===== config.mk =====
export PLATFORM = sky130hd
export DESIGN_NAME = keypad_scan_push_hold_flat
export DESIGN_NICKNAME = d
export VERILOG_FILES = /design/src/hw/rtl/kps_pkg.sv /design/src/hw/rtl/kps_if.sv /design/src/hw/rtl/kps_scan.sv /design/src/hw/rtl/keypad_scan_push_hold.sv /design/src/flat_wrapper.sv
export SDC_FILE = /design/constraint.sdc
export NUM_CORES = 1
export LEC_CHECK = 0
export ABC_AREA = 1
export BUFFER_PORTS_ARGS = -buffer_cell sky130_fd_sc_hd__buf_2
export CORE_ASPECT_RATIO = 0.75
export CORE_MARGIN = 2
export CORE_UTILIZATION = 61
export CTS_BUF_LIST = sky130_fd_sc_hd__clkbuf_2
export DETAILED_ROUTE_END_ITERATION = 8
export PLACE_DENSITY = 0.93
export SYNTH_ARGS = -nofsm -noshare
export SYNTH_HDL_FRONTEND = slang
export SYNTH_SLANG_ARGS = --single-unit

===== constraint.sdc =====
create_clock -name clk -period 3.5 [get_ports clk]
set_input_delay 1.05 -clock clk [delete_from_list [all_inputs] [get_ports clk]]
set_output_delay 1.05 -clock clk [all_outputs]
set_load 0.05 [all_outputs]

===== src/hw/rtl/kps_pkg.sv =====
// Package for the keypad scanner: configuration defaults, register indexes
// and the result word type shared by the scan core and the top level.
// Depends on nothing.
`default_nettype none

package kps_pkg;

	localparam int unsigned COLUMNS_DEF = 3;
	localparam int unsigned ROWS_DEF    = 4;

	localparam int unsigned ROW_W   = 4;
	localparam int unsigned DRIVE_W = 3;
	localparam int unsigned CODE_W  = 6;
	localparam int unsigned HOLD_W  = 16;
	localparam int unsigned DWELL_W = 10;
	localparam int unsigned CFG_W   = 16;

	localparam logic [15:0] HOLD_RESET  = 16'd1500;
	localparam logic [9:0]  DWELL_RESET = 10'd30;

	localparam logic CFG_HOLD  = 1'b0;
	localparam logic CFG_DWELL = 1'b1;

	typedef struct packed {
		logic [DRIVE_W-1:0] column_drive;
		logic               event_valid;
		logic               event_kind;
		logic [CODE_W-1:0]  button_code;
	} result_t;

endpackage

`default_nettype wire


===== src/hw/rtl/kps_if.sv =====
// Handshake channels of the keypad scanner: the row sample word in and the
// scan result word out. Depends on kps_pkg for the field widths.
`default_nettype none

interface kps_row_if;
	logic                         valid;
	logic                         ready;
	logic [kps_pkg::ROW_W-1:0]    row_lines;

	modport source (output valid, output row_lines, input ready);
	modport sink (input valid, input row_lines, output ready);
endinterface

interface kps_event_if;
	logic                         valid;
	logic                         ready;
	logic [kps_pkg::DRIVE_W-1:0]  column_drive;
	logic                         event_valid;
	logic                         event_kind;
	logic [kps_pkg::CODE_W-1:0]   button_code;

	modport source (output valid, output column_drive, output event_valid,
		output event_kind, output button_code, input ready);
	modport sink (input valid, input column_drive, input event_valid,
		input event_kind, input button_code, output ready);
endinterface

`default_nettype wire


===== src/hw/rtl/kps_scan.sv =====
// Scan state machine: column, row and phase registers, the press timer and
// the event decision for one row sample word. Depends on kps_pkg.
`default_nettype none

module kps_scan #(
	parameter int unsigned COLUMNS = kps_pkg::COLUMNS_DEF,
	parameter int unsigned ROWS    = kps_pkg::ROWS_DEF
) (
	input  wire logic                          clk,
	input  wire logic                          arst_n,
	input  wire logic                          step,
	input  wire logic [kps_pkg::ROW_W-1:0]     rows,
	input  wire logic [kps_pkg::HOLD_W-1:0]    hold_ticks,
	input  wire logic [kps_pkg::DWELL_W-1:0]   dwell_ticks,
	output kps_pkg::result_t                   result
);
	import kps_pkg::*;

	localparam logic [1:0] PH_SCANNING  = 2'd0;
	localparam logic [1:0] PH_TIMING    = 2'd1;
	localparam logic [1:0] PH_RELEASING = 2'd2;
	localparam logic [1:0] PH_DWELL     = 2'd3;

	localparam logic [ROW_W-1:0] ROW_MASK = ROW_W'((5'd1 << ROWS) - 5'd1);
	localparam logic [2:0]       COL_LIM  = 3'(COLUMNS);

	logic [1:0]        column_q, column_d;
	logic [2:0]        next_row_q, next_row_d;
	logic [1:0]        active_row_q, active_row_d;
	logic [1:0]        phase_q, phase_d;
	logic [HOLD_W-1:0] tick_q, tick_d;

	logic [ROW_W-1:0]  rows_m;
	logic [HOLD_W-1:0] tick_inc;
	logic              found;
	logic [1:0]        hit_row;
	logic [2:0]        column_inc;
	logic              row_down;

	always_comb begin
		rows_m   = rows & ROW_MASK;
		tick_inc = (tick_q == '1) ? tick_q : tick_q + HOLD_W'(1);
		row_down = rows_m[active_row_q];
		column_inc = {1'b0, column_q} + 3'd1;
		found   = 1'b0;
		hit_row = 2'd0;
		for (int r = ROW_W - 1; r >= 0; r--) begin
			if (rows_m[r] && (3'(r) >= next_row_q)) begin
				found   = 1'b1;
				hit_row = 2'(r);
			end
		end
	end

	always_comb begin
		column_d     = column_q;
		next_row_d   = next_row_q;
		active_row_d = active_row_q;
		phase_d      = phase_q;
		tick_d       = tick_q;
		result.column_drive = DRIVE_W'(4'b0001 << column_q);
		result.event_valid  = 1'b0;
		result.event_kind   = 1'b0;
		result.button_code  = '0;
		unique case (phase_q)
			PH_SCANNING: begin
				tick_d = '0;
				if (found) begin
					active_row_d = hit_row;
					next_row_d   = {1'b0, hit_row} + 3'd1;
					phase_d      = PH_TIMING;
				end else begin
					column_d   = (column_inc >= COL_LIM) ? 2'd0 : column_inc[1:0];
					next_row_d = '0;
					phase_d    = PH_DWELL;
				end
			end
			PH_TIMING: begin
				tick_d = tick_inc;
				if (tick_inc >= hold_ticks) begin
					result.event_valid = 1'b1;
					result.event_kind  = 1'b1;
				end else if (!row_down) begin
					result.event_valid = 1'b1;
				end
				if (result.event_valid) begin
					result.button_code = (CODE_W'(column_q) << ROWS) |
						CODE_W'(active_row_q);
					phase_d = PH_RELEASING;
				end
			end
			PH_RELEASING: begin
				if (!row_down) begin
					phase_d = PH_SCANNING;
				end
			end
			PH_DWELL: begin
				tick_d = tick_inc;
				if (tick_inc >= HOLD_W'(dwell_ticks)) begin
					tick_d  = '0;
					phase_d = PH_SCANNING;
				end
			end
			default: begin
				phase_d = PH_SCANNING;
			end
		endcase
	end

	always_ff @(posedge clk or negedge arst_n) begin
		if (!arst_n) begin
			column_q     <= '0;
			next_row_q   <= '0;
			active_row_q <= '0;
			phase_q      <= PH_SCANNING;
			tick_q       <= '0;
		end else if (step) begin
			column_q     <= column_d;
			next_row_q   <= next_row_d;
			active_row_q <= active_row_d;
			phase_q      <= phase_d;
			tick_q       <= tick_d;
		end
	end

endmodule

`default_nettype wire


===== src/hw/rtl/keypad_scan_push_hold.sv =====
// Matrix keypad scanner with push and hold detection.
// Usage: each word on the keys channel is one scan tick carrying the sampled
// row lines; for every accepted word exactly one word leaves on the events
// channel, giving the column that was driven during that tick and, when a key
// event completes, its kind (push or hold) and its button code.
// A word accepted at a clock edge sits in the input register, is processed by
// the scan state machine and its result is presented from the output register.
// Throughput is one word per cycle unless the receiver stalls; the state
// update is a single pass of counter, compare and priority logic between
// the two registers.
// The configuration port writes the hold time and the column dwell time; it
// is meant to be used while no words are in flight.
// At reset both registers empty, the hold time is 1500 ticks, the dwell time
// is 30 ticks and scanning starts at the first column.
// When the receiver stalls the output word is held, the input register fills
// and then keys.ready drops until the output word is taken.
// Depends on kps_pkg, kps_if and kps_scan.
`default_nettype none

module keypad_scan_push_hold #(
	parameter int unsigned COLUMNS = kps_pkg::COLUMNS_DEF,
	parameter int unsigned ROWS    = kps_pkg::ROWS_DEF
) (
	input  wire logic                        clk,
	input  wire logic                        arst_n,
	input  wire logic                        cfg_write,
	input  wire logic                        cfg_index,
	input  wire logic [kps_pkg::CFG_W-1:0]   cfg_data,
	kps_row_if.sink                          keys,
	kps_event_if.source                      events
);
	import kps_pkg::*;

	logic [HOLD_W-1:0]  hold_q;
	logic [DWELL_W-1:0] dwell_q;
	logic               valid_s1;
	logic [ROW_W-1:0]   rows_s1;
	logic               valid_s2;
	result_t            result_s2;
	result_t            result;
	logic               advance;
	logic               step;

	assign advance    = !valid_s2 || events.ready;
	assign step       = valid_s1 && advance;
	assign keys.ready = !valid_s1 || advance;

	always_ff @(posedge clk or negedge arst_n) begin
		if (!arst_n) begin
			hold_q  <= HOLD_RESET;
			dwell_q <= DWELL_RESET;
		end else if (cfg_write) begin
			case (cfg_index)
				CFG_HOLD:  hold_q  <= cfg_data[HOLD_W-1:0];
				CFG_DWELL: dwell_q <= cfg_data[DWELL_W-1:0];
				default:   hold_q  <= hold_q;
			endcase
		end
	end

	always_ff @(posedge clk or negedge arst_n) begin
		if (!arst_n) begin
			valid_s1 <= 1'b0;
			valid_s2 <= 1'b0;
		end else begin
			if (keys.ready) begin
				valid_s1 <= keys.valid;
			end
			if (advance) begin
				valid_s2 <= valid_s1;
			end
		end
	end

	always_ff @(posedge clk) begin
		if (keys.valid && keys.ready) begin
			rows_s1 <= keys.row_lines;
		end
		if (step) begin
			result_s2 <= result;
		end
	end

	kps_scan #(
		.COLUMNS (COLUMNS),
		.ROWS    (ROWS)
	) u_scan (
		.clk         (clk),
		.arst_n      (arst_n),
		.step        (step),
		.rows        (rows_s1),
		.hold_ticks  (hold_q),
		.dwell_ticks (dwell_q),
		.result      (result)
	);

	assign events.valid        = valid_s2;
	assign events.column_drive = result_s2.column_drive;
	assign events.event_valid  = result_s2.event_valid;
	assign events.event_kind   = result_s2.event_kind;
	assign events.button_code  = result_s2.button_code;

endmodule

`default_nettype wire

===== src/flat_wrapper.sv =====
// flat-port wrapper written by rule: the top's interface ports become plain ports
module keypad_scan_push_hold_flat import kps_pkg::*;
#(
	parameter int unsigned COLUMNS = kps_pkg::COLUMNS_DEF,
	parameter int unsigned ROWS    = kps_pkg::ROWS_DEF
)
  (clk, arst_n, cfg_write, cfg_index, cfg_data, keys_valid, keys_row_lines, keys_ready, events_valid, events_column_drive, events_event_valid, events_event_kind, events_button_code, events_ready);
  kps_row_if keys_i ();
  kps_event_if events_i ();
  input  wire logic clk;
  input  wire logic arst_n;
  input  wire logic cfg_write;
  input  wire logic cfg_index;
  input  wire logic [kps_pkg::CFG_W-1:0] cfg_data;
  input wire logic [$bits(keys_i.valid)-1:0] keys_valid;
  input wire logic [$bits(keys_i.row_lines)-1:0] keys_row_lines;
  output wire logic [$bits(keys_i.ready)-1:0] keys_ready;
  output wire logic [$bits(events_i.valid)-1:0] events_valid;
  output wire logic [$bits(events_i.column_drive)-1:0] events_column_drive;
  output wire logic [$bits(events_i.event_valid)-1:0] events_event_valid;
  output wire logic [$bits(events_i.event_kind)-1:0] events_event_kind;
  output wire logic [$bits(events_i.button_code)-1:0] events_button_code;
  input wire logic [$bits(events_i.ready)-1:0] events_ready;
  assign keys_i.valid = keys_valid;
  assign keys_i.row_lines = keys_row_lines;
  assign keys_ready = keys_i.ready;
  assign events_valid = events_i.valid;
  assign events_column_drive = events_i.column_drive;
  assign events_event_valid = events_i.event_valid;
  assign events_event_kind = events_i.event_kind;
  assign events_button_code = events_i.button_code;
  assign events_i.ready = events_ready;
  keypad_scan_push_hold #(.COLUMNS(COLUMNS), .ROWS(ROWS)) u_core (.clk(clk), .arst_n(arst_n), .cfg_write(cfg_write), .cfg_index(cfg_index), .cfg_data(cfg_data), .keys(keys_i), .events(events_i));
endmodule

Yosys cells after proc, flatten, opt, wreduce, memory -nomap -nowiden. Index checks and enable logic that the tools add are counted.

$add $sub $neg: 3. $lt $le $gt $ge: 8. Eq/ne operators: 7. Shift-type cells: 1. Multiplexer cells: 24. Bitwise operators: 3. Reductions and logical operators: 20.

Operator list (count): 16-bit one-hot mux with 3 select lines (1); 16-bit 2-to-1 mux (2); 2-bit 2-to-1 mux (9); 16-bit by 1-bit adder with 16-bit output (second input constant) (1); 16-bit equality test (second input constant) (1); 16-bit by 10-bit greater-or-equal comparator with 1-bit output (1); 16-bit greater-or-equal comparator (1); 2-bit AND reduction (5); 1-bit 2-to-1 mux (9); 2-bit one-hot mux with 4 select lines (1); 2-bit by 1-bit adder with 3-bit output (second input constant) (2); 1-bit by 3-bit greater-or-equal comparator with 1-bit output (first input constant) (2); 2-bit by 3-bit greater-or-equal comparator with 1-bit output (first input constant) (2); 1-bit logical AND (6); 2-bit != test (second input constant) (3); 6-bit by 2-bit bitwise OR with 6-bit output (1); 3-bit AND reduction (2); 2-bit equality test (second input constant) (2); 4-bit AND reduction (1); 3-bit by 2-bit greater-or-equal comparator with 1-bit output (second input constant) (1); 2-bit by 3-bit less-than comparator with 1-bit output (second input constant) (1); 3-bit 2-to-1 mux (1); 3-bit nonzero test (1); 1-bit by 2-bit << shifter with 3-bit output (first input constant) (1); other kinds (6) (9).

Flip-flop bits (word level): 68.

Logic depth before layout (Yosys ltp). Gate-level depths: netlist (run 1).

Depth in word-level cells: 8. Gate-level depth with buffers: 31. Mapped depth without buffers: 31.

By module. A second synthesis (run 1) with hierarchy kept.

Cell total of the unflattened synthesis: 491. Area, all modules: 4022.6 um2.

Modules (own cells, without submodules): kps_scan (instances 1, cells an instance 351, area each 2438.6 um2, sequential area each 625.6 um2); keypad_scan_push_hold (instances 1, cells an instance 140, area each 1584.0 um2, sequential area each 1164.9 um2).

Least setup slack after synthesis (run 1). OpenSTA, ideal clock, no wires.

Path kind: flip-flop to flip-flop. From: reg u_core.u_scan.tick_q[0]. To: reg u_core.result_s2 (netlist bit u_core.events.button_code[0]) (data pin). Arrival time: 2.650 ns. Setup slack: 0.596 ns. Stages on the path, launching flop included: 29. Buffers on the path: 0. Period minus slack after synthesis: 2.904 ns. Cell sequence: dfrtp_1 > ha_1 > inv_1 > nor2_2 > nand2_2 > inv_2 > nand2_2 > inv_2 > nand2_1 > inv_1 > nor2_1 > nand3_1 > xor2_1 > inv_1 > ha_1 > nand2_1 > inv_1 > nand2_1 > nand2_1 > nand2_1 > nand2_1 > nand2_1 > nand2_1 > nand2_1 > nand2_1 > a21boi_1 > nand2_1 > nand2_2 > nor2_1.

Word-level cells in the longest chain between the ends: 6. Elaborated cells on any way between the ends: 7. Classes of those cells: add/sub: 1; order compare: 1; eq/ne: 1; mux: 3; reduce/logical: 1.

Ends and longest elaborated chain: start: declaration (line kps_scan.sv:31) `logic [HOLD_W-1:0] tick_q, tick_d;`; start signal: assignment (line kps_scan.sv:122) `tick_q <= tick_d;`; 16-bit by 1-bit adder with 16-bit output / 16-bit equality test (equally long branches) (line kps_scan.sv:42) `tick_inc = (tick_q == '1) ? tick_q : tick_q + HOLD_W'(1);`; 16-bit 2-to-1 mux * (line kps_scan.sv:42); 16-bit greater-or-equal comparator * (line kps_scan.sv:80) `if (tick_inc >= hold_ticks) begin`; 1-bit 2-to-1 mux * (line kps_scan.sv:80); 1-bit 2-to-1 mux * (line kps_scan.sv:65) `unique case (phase_q)`; 2-bit AND reduction (no line) *; end signal: assignment (line keypad_scan_push_hold.sv:80) `result_s2 <= result;`; end: declaration (line keypad_scan_push_hold.sv:39) `result_t result_s2;`.

Mark *: on every way between the ends. The rest lies on a longest branch, timed or not. The select of a mux whose other input is x is not followed. A chain may end at the register's enable or synchronous reset.

Worst setup path after layout (run 1).
From: reg u_core.u_scan.tick_q[0]. To: reg u_core.u_scan.tick_q[4].

Word-level cells in the longest chain between the ends: 5. Elaborated cells on any way between the ends: 6. Classes of those cells: add/sub: 1; order compare: 1; eq/ne: 1; mux: 3.

Ends and longest elaborated chain: 16-bit by 1-bit adder with 16-bit output / 16-bit equality test (equally long branches) (line kps_scan.sv:42); 16-bit 2-to-1 mux * (line kps_scan.sv:42); 16-bit by 10-bit greater-or-equal comparator with 1-bit output (line kps_scan.sv:99) `if (tick_inc >= HOLD_W'(dwell_ticks)) begin`; 16-bit 2-to-1 mux (line kps_scan.sv:99); 16-bit one-hot mux with 3 select lines * (line kps_scan.sv:65).

Mark *: on every way between the ends. The rest lies on a longest branch, timed or not.

==> results.cfg, run 1 <==
[sta]
fin_crit_ps = 3267
finalHoldViolations = 0
setup_violations = 0
whs_ps = 509.3
maxSlewHeadroom = 0.2944
max_freq_mhz = 306.1
drv_slew = 0
tns_ps = 0
worstMarginPinSlew_ps = 1058
period_share = 0.9334
fin_skew_ps = 27.33

[final_layout]
nets = 570
final_layout_size_suffix_gt1_frac = 0.1973
n_fill_cell = 434
final_cell_area_sq_um = 4172
syn2layout_area_growth_pct = 10.11
final-seq-area_sq_um = 1730
multi_input_area_sq_um = 1703
antenna_cells = 0
final_cells = 600

[critical_path]
crit_top_cell = nor2_2
critPathMaxStageDelay_ps = 450
critPathSlowestCell = dfrtp_1
crit_family = simple AND/OR/NAND/NOR gates
worst_setup_path_start_kind = flop
path_class = reg2reg
r2r-start = u_core.u_scan.tick_q[0]
r2r_cells = 19
regToRegSetupSlack_ps = 230
required_ps = 3990
path_cells = ha_1 -> inv_2 -> nor2_2 -> nand2_2 -> inv_2 -> nand3_1 -> inv_1 -> a21oi_1 -> inv_1 -> ha_1 -> a2111oi_0 -> nand2_1 -> nor2_2 -> nand2_1 -> nor2_2 -> nand2_2 -> nand2_4 -> nand2_4 -> o21ai_2
cp_max_fo = 6
path_buf_inv = 4
r2r_end = u_core.u_scan.tick_q[4]
arrival_ps = 3760
end_kind = flop

[power_and_ir_drop]
p_comb_frac = 0.342
p_per_area_nw_per_um2 = 499.0
seqPwrFrac = 0.480
ir_drop_mv = 0.3702
leakagePower_nw = 2.256
p_total_w = 0.002081
switching_share = 0.4075
switching_power_w = 0.0008482
internal_power_w = 0.001233
power.share.clock = 0.179

[clock_tree]
clk_pin_slew_ps = 190
htreeDepth = 3
clk_latency_ps = 550
clock_path_buffers = 2
ctsHoldBuffers = 0
cts_sinks = 66
cts_tree = done
root_buffer = clkbuf_2
cts_made_buffers = 9

[outcome]
status = complete, no violations

[global_route]
grt_max_degree = 49
gr-total-overflow = 0
grt_pass1_vias = 2950
grtUsageTotal = 0.2477
antenna_found_initial = 0
grt_pass1_wl_mm = 13.07

[detailed_routing]
wl_per_cell_um = 13.10
first_pass_iters = 5
detail-route-antenna-nets = 0
avgViaCountPerCell = 5.342
route.detailed.drc = 0
drt_iter0_drc = 322
totalWireLength_mm = 7.857
vias = 3205

[logic_synthesis]
synth_area_leaders = dfrtp_1, nand2_1, edfxtp_1
yosysTopAreaCell = dfrtp_1
synth.avg_cell_area_sq_um = 8.027
synth-main-ff-cell = dfrtp_1
synthCells = 472
synthTopCellsByCount = nand2_1, inv_1, dfrtp_1
synth_edf_count = 13
yosysMostFrequentCell = nand2_1
ys_seq_area_frac = 0.4567
ys_seq_elements = 66
synth.cell_area_sq_um = 3789
yosysWarnings = 0
synthArstFlopShare = 0.8030
synth.distinct_cells = 32
synth_top_cell_area_share = 0.2774

[placed_design]
dp_cells = 581
gp_congestion = 0.9669
placed_area_sq_um = 4044
hpwl_mm = 5.808
port_buffers = 36

[floorplanning]
initial_utilization = 0.6404
rows = 24
die_x_um = 95
die_area_sq_um = 6864
fp.dieH_um = 72.25
ioPinCount = 39
core_area_sq_um = 5916

[worst_hold_path]
hold_path.startpoint = u_core.dwell_q[2]
hold_path_class = reg2reg
whs_path_depth = 2
holdPathEnd = u_core.dwell_q[2]

[flow_run]
drv_cap = 0
[cells by family (layout without fill, tap and decap cells)]
logic type / count (synthesis) / in the layout / share of synthesized area
other cells: 1 / 2 / 0.0009898
fa+ha+maj: 27 / 27 / 0.08917
compound gates: 75 / 75 / 0.1110
simple gates: 196 / 196 / 0.2203
buf+inv: 98 / 147 / 0.1011
xor+xnor: 9 / 9 / 0.02081
flops: 66 / 66 / 0.4567
[layout by cell type, fill, tap and decap left out]
master,count
nand3_1,22
o2bb2ai_1,1
a21oi_1,17
clkbuf_2,12
a21boi_0,2
or2_2,2
clkinv_1,1
ha_1,27
clkinvlp_4,1
xor2_2,1
xor2_1,8
inv_1,83
nand4_1,2
o21ai_2,7
buf_2,36
nor2_2,5
buf_4,6
dfstp_2,11
o21ai_1,5
inv_2,6
nor3_2,3
nor2_1,34
o22ai_1,1
nor3_1,6
a2111oi_0,1
nand2_2,8
a21boi_2,1
dfrtp_1,42
a211oi_1,1
edfxtp_1,13
nand2_4,2
conb_1,2
nand2_1,112
clkinv_2,2
o21ai_0,39
[what timing repair did]
item                                   in CTS  in global routing
setup endpoints to repair                   0                  9
endpoints found under the hold margin       0                  0
resized for setup                           0                  8
buffers inserted                            0                  3
[power by group through the flow]
stage	clock network [W]	registers, W	logic [W]
3_3_place_gp	0	0.00101	0.000657
6_report	0.000372	0.000999	0.000711
2_1_floorplan	0	0.00109	0.000434
3_5_place_dp	0	0.00101	0.000685
4_1_cts	0.000374	0.00100	0.000691
5_1_grt	0.000410	0.00101	0.000801
[worst max path at each step]
| stage | from | to | depth (start not counted) | slack, ps |
|---|---|---|---|---|
| global placement | u_core.u_scan.tick_q[0] | u_core.events.button_code[5] | 28 | 340 |
| global route | u_core.u_scan.tick_q[0] | u_core.events.button_code[0] | 28 | -10 |
| floorplan | u_core.u_scan.tick_q[0] | u_core.events.button_code[0] | 28 | 600 |
| detailed placement | u_core.u_scan.tick_q[0] | u_core.events.button_code[0] | 28 | 230 |
| finish | u_core.u_scan.tick_q[0] | u_core.u_scan.tick_q[4] | 19 | 230 |
| CTS | u_core.u_scan.tick_q[0] | u_core.events.button_code[0] | 28 | 150 |
[worst register-to-register path, cell delays in order, from the launching register on]
cell       delay (ps)
dfrtp_1           450
ha_1              240
inv_2              80
nor2_2             50
nand2_2           110
inv_2              50
nand3_1           190
inv_1              90
a21oi_1           210
inv_1             100
ha_1              320
a2111oi_0         430
nand2_1           120
nor2_2            120
nand2_1            60
nor2_2            110
nand2_2            80
nand2_4           100
nand2_4           110
o21ai_2           170
[area by class of cell]
class / instances / share of cell area
well taps: 78 / 0.02340
flip-flops and latches: 66 / 0.4148
clock buffers: 12 / 0.01440
multi-input cells: 309 / 0.4082
inverters: 89 / 0.08008
repair buffers: 42 / 0.05399
clock inverters: 4 / 0.005099
[metrics by stage]
stage / utilization / setup slack [ps]
4_1_cts: 0.6973 / 154.6
3_5_place_dp: 0.6836 / 234.4
6_report: 0.7052 / 233.2
3_3_place_gp: 0.6836 / 344.6
5_1_grt: 0.7052 / -13.50
2_1_floorplan: - / 596.3
[layer usage]
layer  GRT usage  up-vias  share of wire
met3     0.06231       16          0.075
li1            -     1579              -
met1      0.3634     1473           0.47
met4     0.08052        0          0.018
met5           0        -              0
met2      0.3649      137           0.43
[sequential cells by signal, indices dropped and copies added (netlist names), 2 cells and up]
name,count
u_core.u_scan.next_row_q,3
u_core.u_scan.phase_q,2
u_core.events.column_drive,3
u_core.rows_s1,4
u_core.hold_q,16
u_core.u_scan.tick_q,16
u_core.events.button_code,4
u_core.dwell_q,10
u_core.u_scan.active_row_q,2
u_core.u_scan.column_q,2
(Power assumes the default switching activity.)
==> run 2, diff against run 1 <==
Settings changed: CORE_UTILIZATION 61 to 66, PLACE_DENSITY 0.93 to 0.88.
Clock period 3.5 ns to 3.8 ns, I/O delays scaled along.
==> run 2 against run 1 <==
Power decreased by 4.1%. Sequential power decreased by 7.7%. Largest power group unchanged. Register-to-register slack improved by 130 ps.
==> results.cfg, run 2 (synthesized netlist as in run 1, its figures left out) <==
[power_and_ir_drop]
switching_share = 0.4013
seqPwrFrac = 0.462
p_comb_frac = 0.327
ir_drop_mv = 0.3730
power.share.clock = 0.212
switching_power_w = 0.0008014
internal_power_w = 0.001196
leakagePower_nw = 2.246
p_per_area_nw_per_um2 = 481.3

[final_layout]
multi_input_area_sq_um = 1679
n_fill_cell = 382
largestRegisters = u_core.hold_q: 16 flops, u_core.u_scan.tick_q: 16 flops, u_core.dwell_q: 10 flops
layout_commonest_cell = nand2_1
final_layout_size_suffix_gt1_frac = 0.1815
nets = 566
antenna_cells = 0
syn2layout_area_growth_pct = 9.511
final_cell_mix = nand2_1, inv_1, dfrtp_1
final-seq-area_sq_um = 1730

[worst_hold_path]
whs_path_depth = 2
hold_path.startpoint = u_core.hold_q[1]
holdPathEnd = u_core.hold_q[1]
hold_path_class = reg2reg

[sta]
finalHoldViolations = 0
worstMarginPinSlew_ps = 1057
rsz0062_at_grt = false
fin_crit_ps = 3434
fin_skew_ps = 30.11
max_freq_mhz = 291.2
period_share = 0.9038
maxSlewHeadroom = 0.2952
drv_slew = 0
worst_slack_ps = 365.5
setup_violations = 0
tns_ps = 0

[critical_path]
path_class = reg2reg
critPathMaxStageDelay_ps = 470
required_ps = 4070
r2r_cells = 28
worst_setup_path_start_kind = flop
cp_max_fo = 5
end_kind = flop
regToRegSetupSlack_ps = 370
crit_top_cell = nand2_1
critPathSlowestCell = dfrtp_1
arrival_ps = 3710
r2r_end = u_core.events.button_code[5]
r2r-start = u_core.u_scan.tick_q[0]

[detailed_routing]
detail-route-antenna-nets = 0
vias = 3215
first_pass_iters = 5
avgViaCountPerCell = 5.422
totalWireLength_mm = 8.087
wl_per_cell_um = 13.64
route.detailed.drc = 0
drt_iter0_drc = 304

[placed_design]
hpwl_mm = 5.929
dp_slack_ps = 445.8
gp_congestion = 0.8930
port_buffers = 36

[floorplanning]
fp.dieH_um = 69.62
rows = 23
initial_utilization = 0.6966
core_area_sq_um = 5439
ioPinCount = 39
die_area_sq_um = 6369
die_x_um = 91.49

[clock_tree]
ctsHoldBuffers = 0
cts_tree = done
clock_path_buffers = 2
post-cts-setup-buffers = 0
cts_sinks = 66
post_cts_resized = 0
root_buffer = clkbuf_2
clk_latency_ps = 520
clk_pin_slew_ps = 190
cts_made_buffers = 9
htreeDepth = 3

[outcome]
status = complete, no violations

[global_route]
grt_max_degree = 48
grt_pass1_vias = 3069
gr-total-overflow = 0
grt_pass1_wl_mm = 14.23
antenna_found_initial = 0
grtUsageTotal = 0.2841

[flow_run]
drv_cap = 0
run 2: area by class of cell:
cell class                 instances  share of cell area
timing repair buffer              38             0.04704
inverter                          89             0.08052
tap                               75             0.02262
clock inverter                     6             0.01598
sequential                        66              0.4171
multi-input combinational        309              0.4047
clock buffer                      10             0.01206
run 2: per-stage QoR:
| stage | total power, W | area, sq um | instances | hold WS (ps) | utilization |
|---|---|---|---|---|---|
| floorplan | 0.001404 | 3792 | 473 | 453.0 | - |
| global placement | 0.001536 | 4033 | 577 | 468.3 | 0.7414 |
| detailed placement | 0.001567 | 4033 | 577 | 473.0 | 0.7414 |
| CTS | 0.001999 | 4149 | 593 | 510.0 | 0.7628 |
| global route | 0.002140 | 4149 | 593 | 536.2 | 0.7628 |
| finish | 0.001997 | 4149 | 593 | 510.5 | 0.7628 |
run 2: power groups by stage:
stage	registers, W	clock network, W	logic, W
floorplan	0.00100	0	0.000400
CTS	0.000920	0.000432	0.000647
finish	0.000922	0.000423	0.000653
global route	0.000935	0.000468	0.000737
detailed placement	0.000933	0	0.000634
global placement	0.000928	0	0.000608
run 2: metal layers:
metal | global-route usage | up-vias | share of wire
met5 | 0 | - | 0
met4 | 0.07912 | 0 | 0.018
met3 | 0.09348 | 16 | 0.091
met2 | 0.4175 | 149 | 0.44
met1 | 0.4050 | 1473 | 0.45
li1 | - | 1577 | -
run 2: worst max-delay path by stage:
stage	startpoint	to	slack, ps	cells after the start
CTS	u_core.u_scan.tick_q[0]	u_core.events.button_code[5]	410	28
floorplan	u_core.u_scan.tick_q[0]	u_core.events.button_code[0]	900	28
global route	u_core.u_scan.tick_q[0]	u_core.events.button_code[5]	60	28
detailed placement	u_core.u_scan.tick_q[0]	u_core.events.button_code[5]	450	28
global placement	u_core.u_scan.tick_q[0]	u_core.events.button_code[5]	630	28
finish	u_core.u_scan.tick_q[0]	u_core.events.button_code[5]	370	28
run 2: worst max-delay path, delay by kind of cell, from the launching register on:
family | cells | cell delay [ps]
DFF | 1 | 470
and+or+nand+nor | 18 | 1290
AOI/OAI and AO/OA | 1 | 180
adders and majority gates | 2 | 540
xor gates and xnor gates | 1 | 290
buffers and inverters | 6 | 430
